File: src/rtl/slpa_pkg.sv
// slpa_pkg: shared types and constants for the sensor line parser
// holds the item structs, opcode codes, character codes and the prefix table
// depends on nothing
package slpa_pkg;

  localparam logic OP_BYTE  = 1'b0;
  localparam logic OP_CLEAR = 1'b1;

  localparam logic [7:0] CH_NUL   = 8'h00;
  localparam logic [7:0] CH_CR    = 8'h0D;
  localparam logic [7:0] CH_START = 8'h50;
  localparam logic [7:0] CH_STAR  = 8'h2A;
  localparam logic [7:0] CH_ZERO  = 8'd48;
  localparam logic [7:0] CH_NINE  = 8'd57;

  localparam int unsigned PREFIX_LEN = 4;

  typedef struct packed {
    logic       opcode;
    logic [7:0] rx_byte;
  } in_item_t;

  typedef struct packed {
    logic [31:0] total_sum;
    logic [15:0] sample_count;
    logic [15:0] zero_count;
    logic        line_scored;
    logic [15:0] last_reading;
    logic        sync_lost;
  } out_item_t;

  // what one byte did to the open line
  typedef struct packed {
    logic        score;
    logic [15:0] reading;
    logic        lost;
  } line_evt_t;

  // expected text "PM: " at line positions 0 to 3
  function automatic logic [7:0] prefix_char(input logic [1:0] idx);
    logic [7:0] ch;
    case (idx)
      2'd0: ch = 8'h50;
      2'd1: ch = 8'h4D;
      2'd2: ch = 8'h3A;
      2'd3: ch = 8'h20;
      default: ch = 8'h00;
    endcase
    return ch;
  endfunction

endpackage

File: src/rtl/slpa_parse.sv
// slpa_parse: line assembly state (position, prefix match, digit accumulator)
// reports per item whether the line was scored or dropped
// depends on slpa_pkg
module slpa_parse #(
  parameter int unsigned MAX_LINE_LEN = 15
) (
  input  logic                clk,
  input  logic                rst_n,
  input  logic                adv,
  input  slpa_pkg::in_item_t  item,
  output slpa_pkg::line_evt_t evt
);

  localparam int unsigned POS_W = $clog2(MAX_LINE_LEN + 2);

  logic [POS_W-1:0] pos_r, pos_nxt;
  logic             pm_r, pm_nxt;
  logic [15:0]      rd_r, rd_nxt;
  logic [7:0]       ch;
  logic [7:0]       dig;

  assign ch  = item.rx_byte;
  assign dig = ch - slpa_pkg::CH_ZERO;

  always_comb begin
    pos_nxt = pos_r;
    pm_nxt  = pm_r;
    rd_nxt  = rd_r;
    evt     = '0;
    if (item.opcode == slpa_pkg::OP_BYTE && ch != slpa_pkg::CH_NUL) begin
      if (ch == slpa_pkg::CH_CR) begin
        if (pos_r >= POS_W'(slpa_pkg::PREFIX_LEN) && pm_r) begin
          evt.score   = 1'b1;
          evt.reading = rd_r;
        end
        pos_nxt = '0;
        pm_nxt  = 1'b0;
        rd_nxt  = '0;
      end else if (ch == slpa_pkg::CH_START) begin
        pos_nxt = POS_W'(1);
        pm_nxt  = 1'b1;
        rd_nxt  = '0;
      end else if (pos_r != '0) begin
        if (pos_r < POS_W'(slpa_pkg::PREFIX_LEN) && ch != slpa_pkg::prefix_char(pos_r[1:0]))
          pm_nxt = 1'b0;
        if (ch >= slpa_pkg::CH_ZERO && ch <= slpa_pkg::CH_NINE)
          // times ten as two shifts, wraps at 16 bits
          rd_nxt = {rd_r[12:0], 3'b000} + {rd_r[14:0], 1'b0} + {12'd0, dig[3:0]};
        pos_nxt = pos_r + POS_W'(1);
      end
      if (ch == slpa_pkg::CH_STAR || pos_nxt > POS_W'(MAX_LINE_LEN)) begin
        evt.lost = 1'b1;
        pos_nxt  = '0;
        pm_nxt   = 1'b0;
        rd_nxt   = '0;
      end
    end
  end

  always_ff @(posedge clk) begin
    if (!rst_n) begin
      pos_r <= '0;
      pm_r  <= 1'b0;
      rd_r  <= '0;
    end else if (adv) begin
      pos_r <= pos_nxt;
      pm_r  <= pm_nxt;
      rd_r  <= rd_nxt;
    end
  end

endmodule

File: src/rtl/slpa_accum.sv
// slpa_accum: running totals (sum of readings, sample and zero counts)
// updates from the parser's line events and the clear opcode
// depends on slpa_pkg
module slpa_accum (
  input  logic                clk,
  input  logic                rst_n,
  input  logic                adv,
  input  logic                clear,
  input  slpa_pkg::line_evt_t evt,
  output logic [31:0]         sum_nxt,
  output logic [15:0]         cnt_nxt,
  output logic [15:0]         zero_nxt
);

  logic [31:0] sum_r;
  logic [15:0] cnt_r;
  logic [15:0] zero_r;

  always_comb begin
    sum_nxt  = sum_r;
    cnt_nxt  = cnt_r;
    zero_nxt = zero_r;
    if (clear) begin
      sum_nxt  = '0;
      cnt_nxt  = '0;
      zero_nxt = '0;
    end else if (evt.score) begin
      if (evt.reading != 16'd0)
        sum_nxt = sum_r + {16'd0, evt.reading};
      else
        zero_nxt = zero_r + 16'd1;
      cnt_nxt = cnt_r + 16'd1;
    end
  end

  always_ff @(posedge clk) begin
    if (!rst_n) begin
      sum_r  <= '0;
      cnt_r  <= '0;
      zero_r <= '0;
    end else if (adv) begin
      sum_r  <= sum_nxt;
      cnt_r  <= cnt_nxt;
      zero_r <= zero_nxt;
    end
  end

endmodule

File: src/rtl/sensor_line_parse_accumulate.sv
// sensor_line_parse_accumulate: top level, input register, parser, totals, result register
// depends on slpa_pkg, slpa_parse, slpa_accum
//
//   channel | direction | ports                          | payload
//   in      | input     | in_valid, in_ready, in_data    | slpa_pkg::in_item_t
//   out     | output    | out_valid, out_ready, out_data | slpa_pkg::out_item_t
//
// one item per cycle unless out_ready stalls; path: input register, then result register
// line state and totals update when an item moves from the input register to the result
// register, through one add of the 32-bit sum
// reset (rst_n low, synchronous) empties both registers and clears line state and totals
// a stalled result holds; the input register takes one more item, then in_ready stays low
// until the result is taken
module sensor_line_parse_accumulate #(
  parameter int unsigned MAX_LINE_LEN = 15
) (
  input  logic                clk,
  input  logic                rst_n,
  input  logic                in_valid,
  output logic                in_ready,
  input  slpa_pkg::in_item_t  in_data,
  output logic                out_valid,
  input  logic                out_ready,
  output slpa_pkg::out_item_t out_data
);

  logic                 in_valid_r;
  slpa_pkg::in_item_t   in_item_r;
  logic                 out_valid_r;
  slpa_pkg::out_item_t  out_item_r;
  logic                 adv;
  slpa_pkg::line_evt_t  evt;
  logic [31:0]          sum_nxt;
  logic [15:0]          cnt_nxt;
  logic [15:0]          zero_nxt;

  // item moves on when the result register is free or being emptied
  assign adv      = in_valid_r && (!out_valid_r || out_ready);
  assign in_ready = !in_valid_r || adv;

  slpa_parse #(
    .MAX_LINE_LEN(MAX_LINE_LEN)
  ) u_parse (
    .clk  (clk),
    .rst_n(rst_n),
    .adv  (adv),
    .item (in_item_r),
    .evt  (evt)
  );

  slpa_accum u_accum (
    .clk     (clk),
    .rst_n   (rst_n),
    .adv     (adv),
    .clear   (in_item_r.opcode == slpa_pkg::OP_CLEAR),
    .evt     (evt),
    .sum_nxt (sum_nxt),
    .cnt_nxt (cnt_nxt),
    .zero_nxt(zero_nxt)
  );

  always_ff @(posedge clk) begin
    if (!rst_n) begin
      in_valid_r  <= 1'b0;
      out_valid_r <= 1'b0;
    end else begin
      if (in_ready)
        in_valid_r <= in_valid;
      if (adv)
        out_valid_r <= 1'b1;
      else if (out_ready)
        out_valid_r <= 1'b0;
    end
  end

  always_ff @(posedge clk) begin
    if (in_valid && in_ready)
      in_item_r <= in_data;
    if (adv) begin
      out_item_r.total_sum    <= sum_nxt;
      out_item_r.sample_count <= cnt_nxt;
      out_item_r.zero_count   <= zero_nxt;
      out_item_r.line_scored  <= evt.score;
      out_item_r.last_reading <= evt.reading;
      out_item_r.sync_lost    <= evt.lost;
    end
  end

  assign out_valid = out_valid_r;
  assign out_data  = out_item_r;

endmodule

File: config.mk
export PLATFORM = sky130hd
export DESIGN_NAME = sensor_line_parse_accumulate
export DESIGN_NICKNAME = d
export VERILOG_FILES = /design/src/rtl/slpa_pkg.sv /design/src/rtl/slpa_parse.sv /design/src/rtl/slpa_accum.sv /design/src/rtl/sensor_line_parse_accumulate.sv
export SDC_FILE = /design/constraint.sdc
export NUM_CORES = 1
export LEC_CHECK = 0
export ABC_AREA = 1
export BUFFER_PORTS_ARGS = -buffer_cell sky130_fd_sc_hd__clkbuf_2
export CORE_UTILIZATION = 60
export DETAILED_ROUTE_END_ITERATION = 8
export PLACE_DENSITY = 0.81
export SLEW_MARGIN = 20
export SYNTH_ARGS = -nofsm -noshare
export SYNTH_HDL_FRONTEND = slang
export SYNTH_SLANG_ARGS = --single-unit
export TNS_END_PERCENT = 1
File: constraint.sdc
create_clock -name clk -period 7.2 [get_ports clk]
set_clock_uncertainty 0.2 [all_clocks]
set_input_delay 0.72 -clock clk [delete_from_list [all_inputs] [get_ports clk]]
set_output_delay 0.72 -clock clk [all_outputs]
set_load 0.01 [all_outputs]
Word-level counts from Yosys, hierarchy flattened
Cells that the tools add are included.
Cells by class
  $add $sub $neg: 7
  order comparisons: 5
  equal/unequal tests: 7
  mux-type cells: 34
  bitwise operators: 1
  reduce and logical (&&, ||, !) cells: 22
Operator list (number)
  $mux 16: 10
  $mux 32: 3
  $mux 17: 2
  $add 16x1->16 const B: 2
  $add 32x16->32: 1
  $mux 8: 4
  $pmux 8 s4: 1
  $mux 5: 5
  $mux 18: 1
  $add 16x16->16: 1
  $add 16x4->16: 1
  $reduce_bool 16->1: 1
  $reduce_bool 4->1: 3
  $eq 8x4->1 const B: 1
  $eq 8x6->1 const B: 1
  $eq 8x7->1 const B: 1
  $ge 8x6->1 const B: 1
  $le 8x6->1 const B: 1
  $mux 1: 8
  $ne 8x8->1: 1
  $reduce_and 4->1: 2
  $reduce_bool 8->1: 1
  $logic_and 1x1->1: 6
  $add 5x1->5 const B: 1
  other kinds (13): 17
Storage, ports and cells
  bits in registers: 179
  bits of input ports: 13
  word-level logic and storage cells: 92

Longest topological paths before layout
Gate-level depths: netlist (run 1).
  depth after elaboration: 13
  gate-level depth with buffers: 27
  depth with buffers taken out: 25

Modules after synthesis
From an unflattened synthesis (run 1), not the netlist that was laid out.
Unflattened totals
  cell total of the unflattened synthesis: 1484
  area, all modules: 10802.9 um2
Modules (own cells, without submodules)
  slpa_accum: times used 1, cells an instance 964, area an instance 5525.3 um2, seq. area each 1281.2 um2
  sensor_line_parse_accumulate: times used 1, cells an instance 104, area an instance 2827.7 um2, seq. area each 2772.7 um2
  slpa_parse: times used 1, cells an instance 416, area an instance 2449.8 um2, seq. area each 440.4 um2

Least setup slack after synthesis (run 1)
No wires, ideal clock.
  kind: input-to-reg
  from: input out_ready
  to: register out_item_r, in the netlist out_data[0], enable pin
  arrival: 3828 ps
  required time: 6522 ps
  setup slack: 2693 ps
  stages: 6
  path through: inv_1 nand2_1 nand2_1 inv_1 clkbuf_1 clkbuf_1
Between the ends
  word-level cells in the longest chain between the ends: 2
RTL lines
  start: declaration: RTL line sensor_line_parse_accumulate.sv:23  | input logic out_ready,
  $logic_or 1x1->1: RTL line sensor_line_parse_accumulate.sv:38  | assign adv = in_valid_r && (!out_valid_r || out_ready);
  $logic_and 1x1->1: RTL line sensor_line_parse_accumulate.sv:38
  net adv: RTL line sensor_line_parse_accumulate.sv:31  | logic adv;
  end: declaration: RTL line sensor_line_parse_accumulate.sv:30  | slpa_pkg::out_item_t out_item_r;
The timed path passes the listed nets, and every way through them passes these cells.
A chain may end at the register's enable or synchronous reset.

==> flow_summary.json, run 1 <==
{
  "irDropWorstVdd_mv": 0.200,
  "die-height_um": 133,
  "routed_wl_um": 23700,
  "diodes": 0,
  "dp_hpwl_um": 16500,
  "route.detailed.vias_per_inst": 5.56,
  "detail-route-antenna-nets": 0,
  "average_routed_wire_per_standard_cell_um": 14.5,
  "ys_seq_area_frac": 0.434,
  "final_layout_size_suffix_gt1_frac": 0.119,
  "grt_setup_unrepaired": "false",
  "globalRouteMet1Util": 0.370,
  "yosysUniqueCellTypes": 45,
  "clkTransAtPathRegs_ns": 0.07,
  "critPathCaptureType": "flop",
  "synth.area.top_cells": "sky130_fd_sc_hd__edfxtp_1 (26%), sky130_fd_sc_hd__dfxtp_1 (17%), sky130_fd_sc_hd__nand2_1 (9.8%)",
  "ys_warn_count": 0,
  "grt_usage": 0.274,
  "cts_made_buffers": 17,
  "antenna_found_initial": 0,
  "worst_ep_required_time_ns": 7.18,
  "grt_first_pass_wirelength_um": 39200,
  "layout.nets": 1469,
  "postSynthRegisterBits": 179,
  "first_global_vias": 8215,
  "yosys.area.top_type": "sky130_fd_sc_hd__edfxtp_1",
  "floorplan.initialDensity": 0.619,
  "slew_viol_final": 0,
  "final_critical_delay_including_setup_and_external_delays_ns": 4.96,
  "achievable-frequency_ghz": 0.202,
  "layout_worst_path_cycle_share": 0.689,
  "regArea_um2": 4490,
  "post-place-ws_ns": 2.32,
  "gr-max-usage-layer": "met2",
  "timing_worst_setup_path_type": "reg2reg",
  "firstDrtPassIters": 5,
  "core.rowCount": 47,
  "cts_resized": 0,
  "dr_total_vias": 9105,
  "tritoncts_clock_tree": "yes",
  "cts-root-to-sink-buffers": 2,
  "synthesis.area_um2": 10300,
  "groute.layer.met3.usage": 0.0419,
  "timing.hold.worst.class": "in2reg",
  "syn-instance-count": 1332,
  "pin_count": 97,
  "crit_path_max_fanout": 48,
  "ctsHoldBuffers": 0,
  "chipWidth_um": 133,
  "detail_route.iter0.violations": 712,
  "power_density_nw_per_um2": 194,
  "layout_fillers": 1408,
  "cts_max_level": 4,
  "port_buffers": 96,
  "worst_slew_pin_slew_ns": 1.08,
  "ctsRootBufferMaster": "sky130_fd_sc_hd__clkbuf_16",
  "status": "complete, no violations",
  "synth_area_per_cell_um2": 7.77,
  "grt_max_degree": 152,
  "replace_congestion": 0.940,
  "area_delta_synth_final_pct": 10.7,
  "number_of_nets_produced_by_synthesis": 1397,
  "max_slew_margin": 0.276,
  "yosys.area.top_type_share": 0.264,
  "setup_total_negative_slack_ns": 0,
  "cellLeakagePower_uw": 0.00526,
  "coreArea_um2": 16700,
  "drt_drc_violations_left": 0,
  "drv_cap": 0,
  "number_of_sinks_driven_by_the_clock_tree": 179,
  "final_hold_viol_count": 0,
  "clk-insertion-delay-late_ns": 0.43,
  "grt_use_met2": 0.439,
  "setup-violations-final": 0,
  "multi_input_area_um2": 4840,
  "arrival_ns": 4.95,
  "number_of_post_cts_setup_repair_buffers": 0,
  "critical_path.startpoint_type": "flop",
  "die_area_um2": 17800,
  "final_critical_path_setup_slack_ns": 2.24,
  "grt.overflow.total": 0
}
==> synth_stat cells, drive strengths merged <==
| library cell | instances |
|---|---|
| a21boi | 1 |
| clkbuf | 25 |
| o21a | 2 |
| a31oi | 2 |
| o41ai | 8 |
| o2111ai | 10 |
| fa | 3 |
| nand4 | 19 |
| edfxtp | 91 |
| inv | 206 |
| xor2 | 17 |
| a221oi | 1 |
| o21bai | 2 |
| a21o | 3 |
| a21oi | 118 |
| ha | 49 |
| and2 | 2 |
| buf | 22 |
| nor2 | 101 |
| nor4 | 3 |
| nand3 | 137 |
| o21ai | 88 |
| nand2 | 278 |
| nor3 | 21 |
| dfxtp | 88 |
| or2 | 9 |
| a211oi | 5 |
| o31ai | 1 |
| xnor2 | 17 |
| nand3b | 3 |
==> worst max-delay path, cell delays in order (launching register included) <==
cell and delay, ns:
sky130_fd_sc_hd__edfxtp_1 0.48, sky130_fd_sc_hd__nor2_1 0.17, sky130_fd_sc_hd__nand2_2 0.11, sky130_fd_sc_hd__nor2_2 0.41, sky130_fd_sc_hd__nand2_2 0.11, sky130_fd_sc_hd__nor2_4 0.86, sky130_fd_sc_hd__inv_4 0.29, sky130_fd_sc_hd__nor2_1 0.21
sky130_fd_sc_hd__ha_1 0.19, sky130_fd_sc_hd__inv_1 0.06, sky130_fd_sc_hd__fa_1 0.39, sky130_fd_sc_hd__inv_1 0.07, sky130_fd_sc_hd__nand3_1 0.06, sky130_fd_sc_hd__nand2_1 0.14, sky130_fd_sc_hd__nand2_1 0.07, sky130_fd_sc_hd__nand2_1 0.12
sky130_fd_sc_hd__nand2_1 0.06, sky130_fd_sc_hd__nand2_1 0.13, sky130_fd_sc_hd__a21oi_1 0.11, sky130_fd_sc_hd__inv_1 0.08, sky130_fd_sc_hd__nand2_1 0.07, sky130_fd_sc_hd__nor2_1 0.12, sky130_fd_sc_hd__nand2_1 0.05, sky130_fd_sc_hd__nand3_1 0.10
sky130_fd_sc_hd__inv_1 0.05
==> flip-flops by register name (all words and copies together) (netlist names) <==
register / count
in_valid_r: 1
u_accum.sum_r: 32
in_item_r: 9
out_data: 82
out_valid: 1
u_parse.pm_r: 1
u_accum.cnt_r: 16
u_accum.zero_r: 16
u_parse.pos_r: 5
u_parse.rd_r: 16
==> logic make-up (layout without fill, tap and decap cells) <==
logic type	count (synthesis)	after routing	share of synthesized area
simple gates	573	573	0.244
buf+inv	253	338	0.0981
compound gates	241	241	0.129
flops	179	179	0.434
fa+ha+maj	52	52	0.0651
xor+xnor	34	34	0.0288
==> power by group <==
group / internal [uW] / switching [uW] / leakage (uW) / total, uW
clock: 481 / 403 / 0.000269 / 884
combinational: 57.3 / 114 / 0.00342 / 171
sequential: 1120 / 38.1 / 0.00157 / 1160
total: 1660 / 555 / 0.00526 / 2220
==> path summary, 6_finish.rpt <==
path                       end  cells past startpoint  slack, ns         start
setup / recovery  out_data[72]                     24       2.24  in_item_r[5]
hold / removal    in_item_r[8]                      1       0.26    in_data[8]
hold reg to reg   u_parse.pm_r                      2       0.29  u_parse.pm_r
setup reg to reg  out_data[72]                     24       2.24  in_item_r[5]
==> metal layers <==
metal | share of wire | wire length (um)
met1 | 0.47 | 11100
met2 | 0.45 | 10600
met3 | 0.055 | 1290
met4 | 0.028 | 657
met5 | 0 | 0
==> through the flow <==
stage                     utilization  instance area (um^2)  total power [uW]  std cells  hold slack (ns)
after floorplan                     -                 10300              1300       1332            0.264
after global placement          0.652                 10900              1350       1605            0.279
after detailed placement        0.652                 10900              1350       1605            0.281
after CTS                       0.686                 11500              2230       1637            0.248
after global routing            0.686                 11500              2290       1637            0.250
final                           0.686                 11500              2220       1637            0.260
==> cell type report <==
cell class	count	share of cell area
Multi-Input combinational cell	900	0.422
Sequential cell	179	0.392
Inverter	206	0.0682
Timing Repair Buffer	100	0.0446
Clock buffer	18	0.0375
Tap cell	220	0.0240
Clock inverter	14	0.0111
==> placed cells by master (no fill, tap or decap), drive strengths merged, types with 4 or more instances in the layout <==
cell type and instances:
clkinv 5, edfxtp 91, nand3 137, dfxtp 88, ha 49, clkbuf 114
inv 211, o21ai 88, o2111ai 10, xor2 17, nand4 19, nor3 21
or2 9, buf 4, a211oi 5, xnor2 17, nand2 278, nor2 101
a21oi 118, o41ai 8
(Power assumes the default switching activity.)
==> run 2, diff against run 1 <==
Settings changed: ABC_AREA 1 to 0.
Clock period 7.2 ns to 5 ns, I/O delays scaled along.
==> run 2 against run 1 <==
Against the previous run:
- synthesized cell count decreased by 23%
- via count decreased by 9.3%
- register-to-register slack got worse by 1.6 ns
- critical path depth decreased by 11
- sequential power increased by 37%
- non-clock buffer count increased by 13
- fmax increased by 13%
- count of clock-buffer cells in the layout unchanged
- global-route usage increased by 0.28 points
- worst setup slack got worse by 1.6 ns
==> flow_summary.json, run 2 <==
{
  "grt.overflow.total": 0,
  "synth-xor-area-share": 0.0586,
  "setup-violations-final": 0,
  "yosys.area.top_type_share": 0.281,
  "worst_ep_required_time_ns": 5.16,
  "drt_drc_violations_left": 0,
  "yosys.area_share.simple": 0.210,
  "dominant_combinational_cell_family_by_area_after_synthesis": "simple AND/OR/NAND/NOR gates",
  "yosysUniqueCellTypes": 68,
  "achievable-frequency_ghz": 0.227,
  "detail-route-antenna-nets": 0,
  "number_of_nets_produced_by_synthesis": 1097,
  "finish.utilization": 0.691,
  "cellLeakagePower_uw": 0.00415,
  "number_of_post_cts_setup_repair_buffers": 0,
  "ys_seq_area_frac": 0.462,
  "cts_resized": 0,
  "floorplan.initialDensity": 0.614,
  "final.hold.worst_slack_ns": 0.0329,
  "power_density_nw_per_um2": 273,
  "die-height_um": 129,
  "final_critical_path_setup_slack_ns": 0.597,
  "tritoncts_clock_tree": "yes",
  "timing.hold.worst.class": "in2reg",
  "largest_register_ffs": 82,
  "post_synth_fa_ha_maj_area_fraction": 0.0693,
  "synth.most_common_cell": "sky130_fd_sc_hd__nor2_1",
  "area_delta_synth_final_pct": 12.4,
  "antenna_found_initial": 0,
  "port_buffers": 96,
  "grt_max_degree": 54,
  "yosys-top-cells-count": "sky130_fd_sc_hd__nor2_1 (122), sky130_fd_sc_hd__edfxtp_1 (91), sky130_fd_sc_hd__dfxtp_1 (88)",
  "die_area_um2": 16700,
  "yosys.area.top_type": "sky130_fd_sc_hd__edfxtp_1",
  "grt_first_pass_wirelength_um": 36200,
  "routed_wl_um": 22500,
  "pin_count": 97,
  "arrival_ns": 4.57,
  "synth_area_per_cell_um2": 9.42,
  "drv_cap": 0,
  "irDropWorstVdd_mv": 0.253,
  "final_hold_viol_count": 0,
  "synthesis.area_um2": 9720,
  "chipWidth_um": 129,
  "ctsRootBufferMaster": "sky130_fd_sc_hd__clkbuf_16",
  "replace_congestion": 0.908,
  "asyncSetResetFlopFracSynth": 0,
  "clkTransAtPathRegs_ns": 0.07,
  "status": "complete, no violations",
  "number_of_sinks_driven_by_the_clock_tree": 179,
  "detail_route.iter0.violations": 815,
  "cts_max_level": 4,
  "average_routed_wire_per_standard_cell_um": 16.8,
  "hold_path_cells": 1,
  "timing_worst_setup_path_type": "reg2reg",
  "layout.nets": 1174,
  "critical_path.startpoint_type": "flop",
  "crit_path_max_fanout": 11,
  "firstDrtPassIters": 8,
  "grt_usage": 0.277,
  "layout_worst_path_cycle_share": 0.881,
  "setup_total_negative_slack_ns": 0,
  "final_critical_delay_including_setup_and_external_delays_ns": 4.40,
  "postSynthRegisterBits": 179,
  "dominantRegCellSynth": "sky130_fd_sc_hd__edfxtp_1",
  "ys_warn_count": 0,
  "slew_viol_final": 0,
  "max_slew_margin": 0.281,
  "multiplexer_share_of_the_synthesized_area": 0.00721,
  "diodes": 0,
  "critPathCaptureType": "flop",
  "synth-compound-area-share": 0.158,
  "cts_made_buffers": 17,
  "reg2regPathDepth": 13,
  "core.rowCount": 46,
  "dr_total_vias": 8259,
  "coreArea_um2": 15800,
  "count_of_flip_flops_with_a_built_in_enable_after_synthesis": 91,
  "critical_path.reg2reg.endpoint": "u_accum.sum_r[18]",
  "first_global_vias": 7464,
  "syn-instance-count": 1032,
  "route.detailed.vias_per_inst": 6.17,
  "ctsHoldBuffers": 0,
  "post-place-ws_ns": 0.695,
  "rr_startpoint": "in_item_r[1]",
  "dp_hpwl_um": 14900,
  "worst_slew_pin_slew_ns": 1.07,
  "min_from": "in_data[8]",
  "layout.cells.most_common": "sky130_fd_sc_hd__nor2_1",
  "final_layout_size_suffix_gt1_frac": 0.147,
  "synth.area.top_cells": "sky130_fd_sc_hd__edfxtp_1 (28%), sky130_fd_sc_hd__dfxtp_1 (18%), sky130_fd_sc_hd__ha_1 (6.3%)",
  "worst-r2r-setup-slack_ns": 0.60,
  "grt_setup_unrepaired": "false",
  "clk-insertion-delay-late_ns": 0.44,
  "final_cell_mix": "sky130_fd_sc_hd__nor2_1 (122), sky130_fd_sc_hd__clkbuf_2 (96), sky130_fd_sc_hd__edfxtp_1 (91), sky130_fd_sc_hd__dfxtp_1 (88), sky130_fd_sc_hd__nand2_1 (86)",
  "cts-root-to-sink-buffers": 2,
  "hold-path-endpoint": "in_item_r[8]"
}
-- run 2: worst max-delay path: stages, from the launching register on --
cell,delay [ns]
sky130_fd_sc_hd__edfxtp_1,0.49
sky130_fd_sc_hd__or4_4,0.60
sky130_fd_sc_hd__or3_1,0.38
sky130_fd_sc_hd__nor2_1,0.18
sky130_fd_sc_hd__nand2_1,0.14
sky130_fd_sc_hd__fa_1,0.48
sky130_fd_sc_hd__nor2b_1,0.16
sky130_fd_sc_hd__o31a_1,0.22
sky130_fd_sc_hd__o21a_1,0.21
sky130_fd_sc_hd__a221oi_1,0.11
sky130_fd_sc_hd__buf_4,0.20
sky130_fd_sc_hd__or3_4,0.41
sky130_fd_sc_hd__or4_1,0.46
sky130_fd_sc_hd__o21ai_1,0.09
-- run 2: metal layers --
layer / part of all wire / vias up / global-route usage
li1: - / 3942 / -
met1: 0.44 / 3957 / 0.365
met2: 0.48 / 322 / 0.459
met3: 0.056 / 38 / 0.0417
met4: 0.021 / 0 / 0.109
met5: 0 / - / 0
-- run 2: worst max path at each step --
stage                  from  cells after the start                 to
2_1_floorplan  in_item_r[1]                     14       out_data[76]
3_3_place_gp   in_item_r[1]                     13       out_data[78]
3_5_place_dp   in_item_r[1]                     13       out_data[78]
4_1_cts        in_item_r[1]                     13       out_data[78]
5_1_grt        in_item_r[1]                     12       out_data[62]
6_report       in_item_r[1]                     13  u_accum.sum_r[18]
-- run 2: power by group --
part           internal (uW)  total [uW]  switching (uW)
clock                    651        1250             602
combinational           39.1         143             104
sequential              1580        1590            15.9
-- run 2: kinds of logic after synthesis --
group / Yosys count
simple gates: 408
mux: 7
flops: 179
buf+inv: 83
compound gates: 238
fa+ha+maj: 52
xor+xnor: 65
-- run 2: area by class of cell --
| class | instances | area (um^2) |
|---|---|---|
| multi-input cells | 770 | 4900 |
| fillers | 1205 | 4900 |
| flip-flops and latches | 179 | 4490 |
| repair buffers | 113 | 608 |
| clock buffers | 18 | 429 |
| well taps | 216 | 270 |
| clock inverters | 14 | 121 |
| inverters | 28 | 108 |
-- run 2: through the flow --
step	instance area [um^2]	total power [uW]	instances
2_1_floorplan	9720	1710	1032
3_3_place_gp	10400	1770	1306
3_5_place_dp	10400	1770	1306
4_1_cts	10900	2990	1338
5_1_grt	10900	3070	1338
6_report	10900	2990	1338
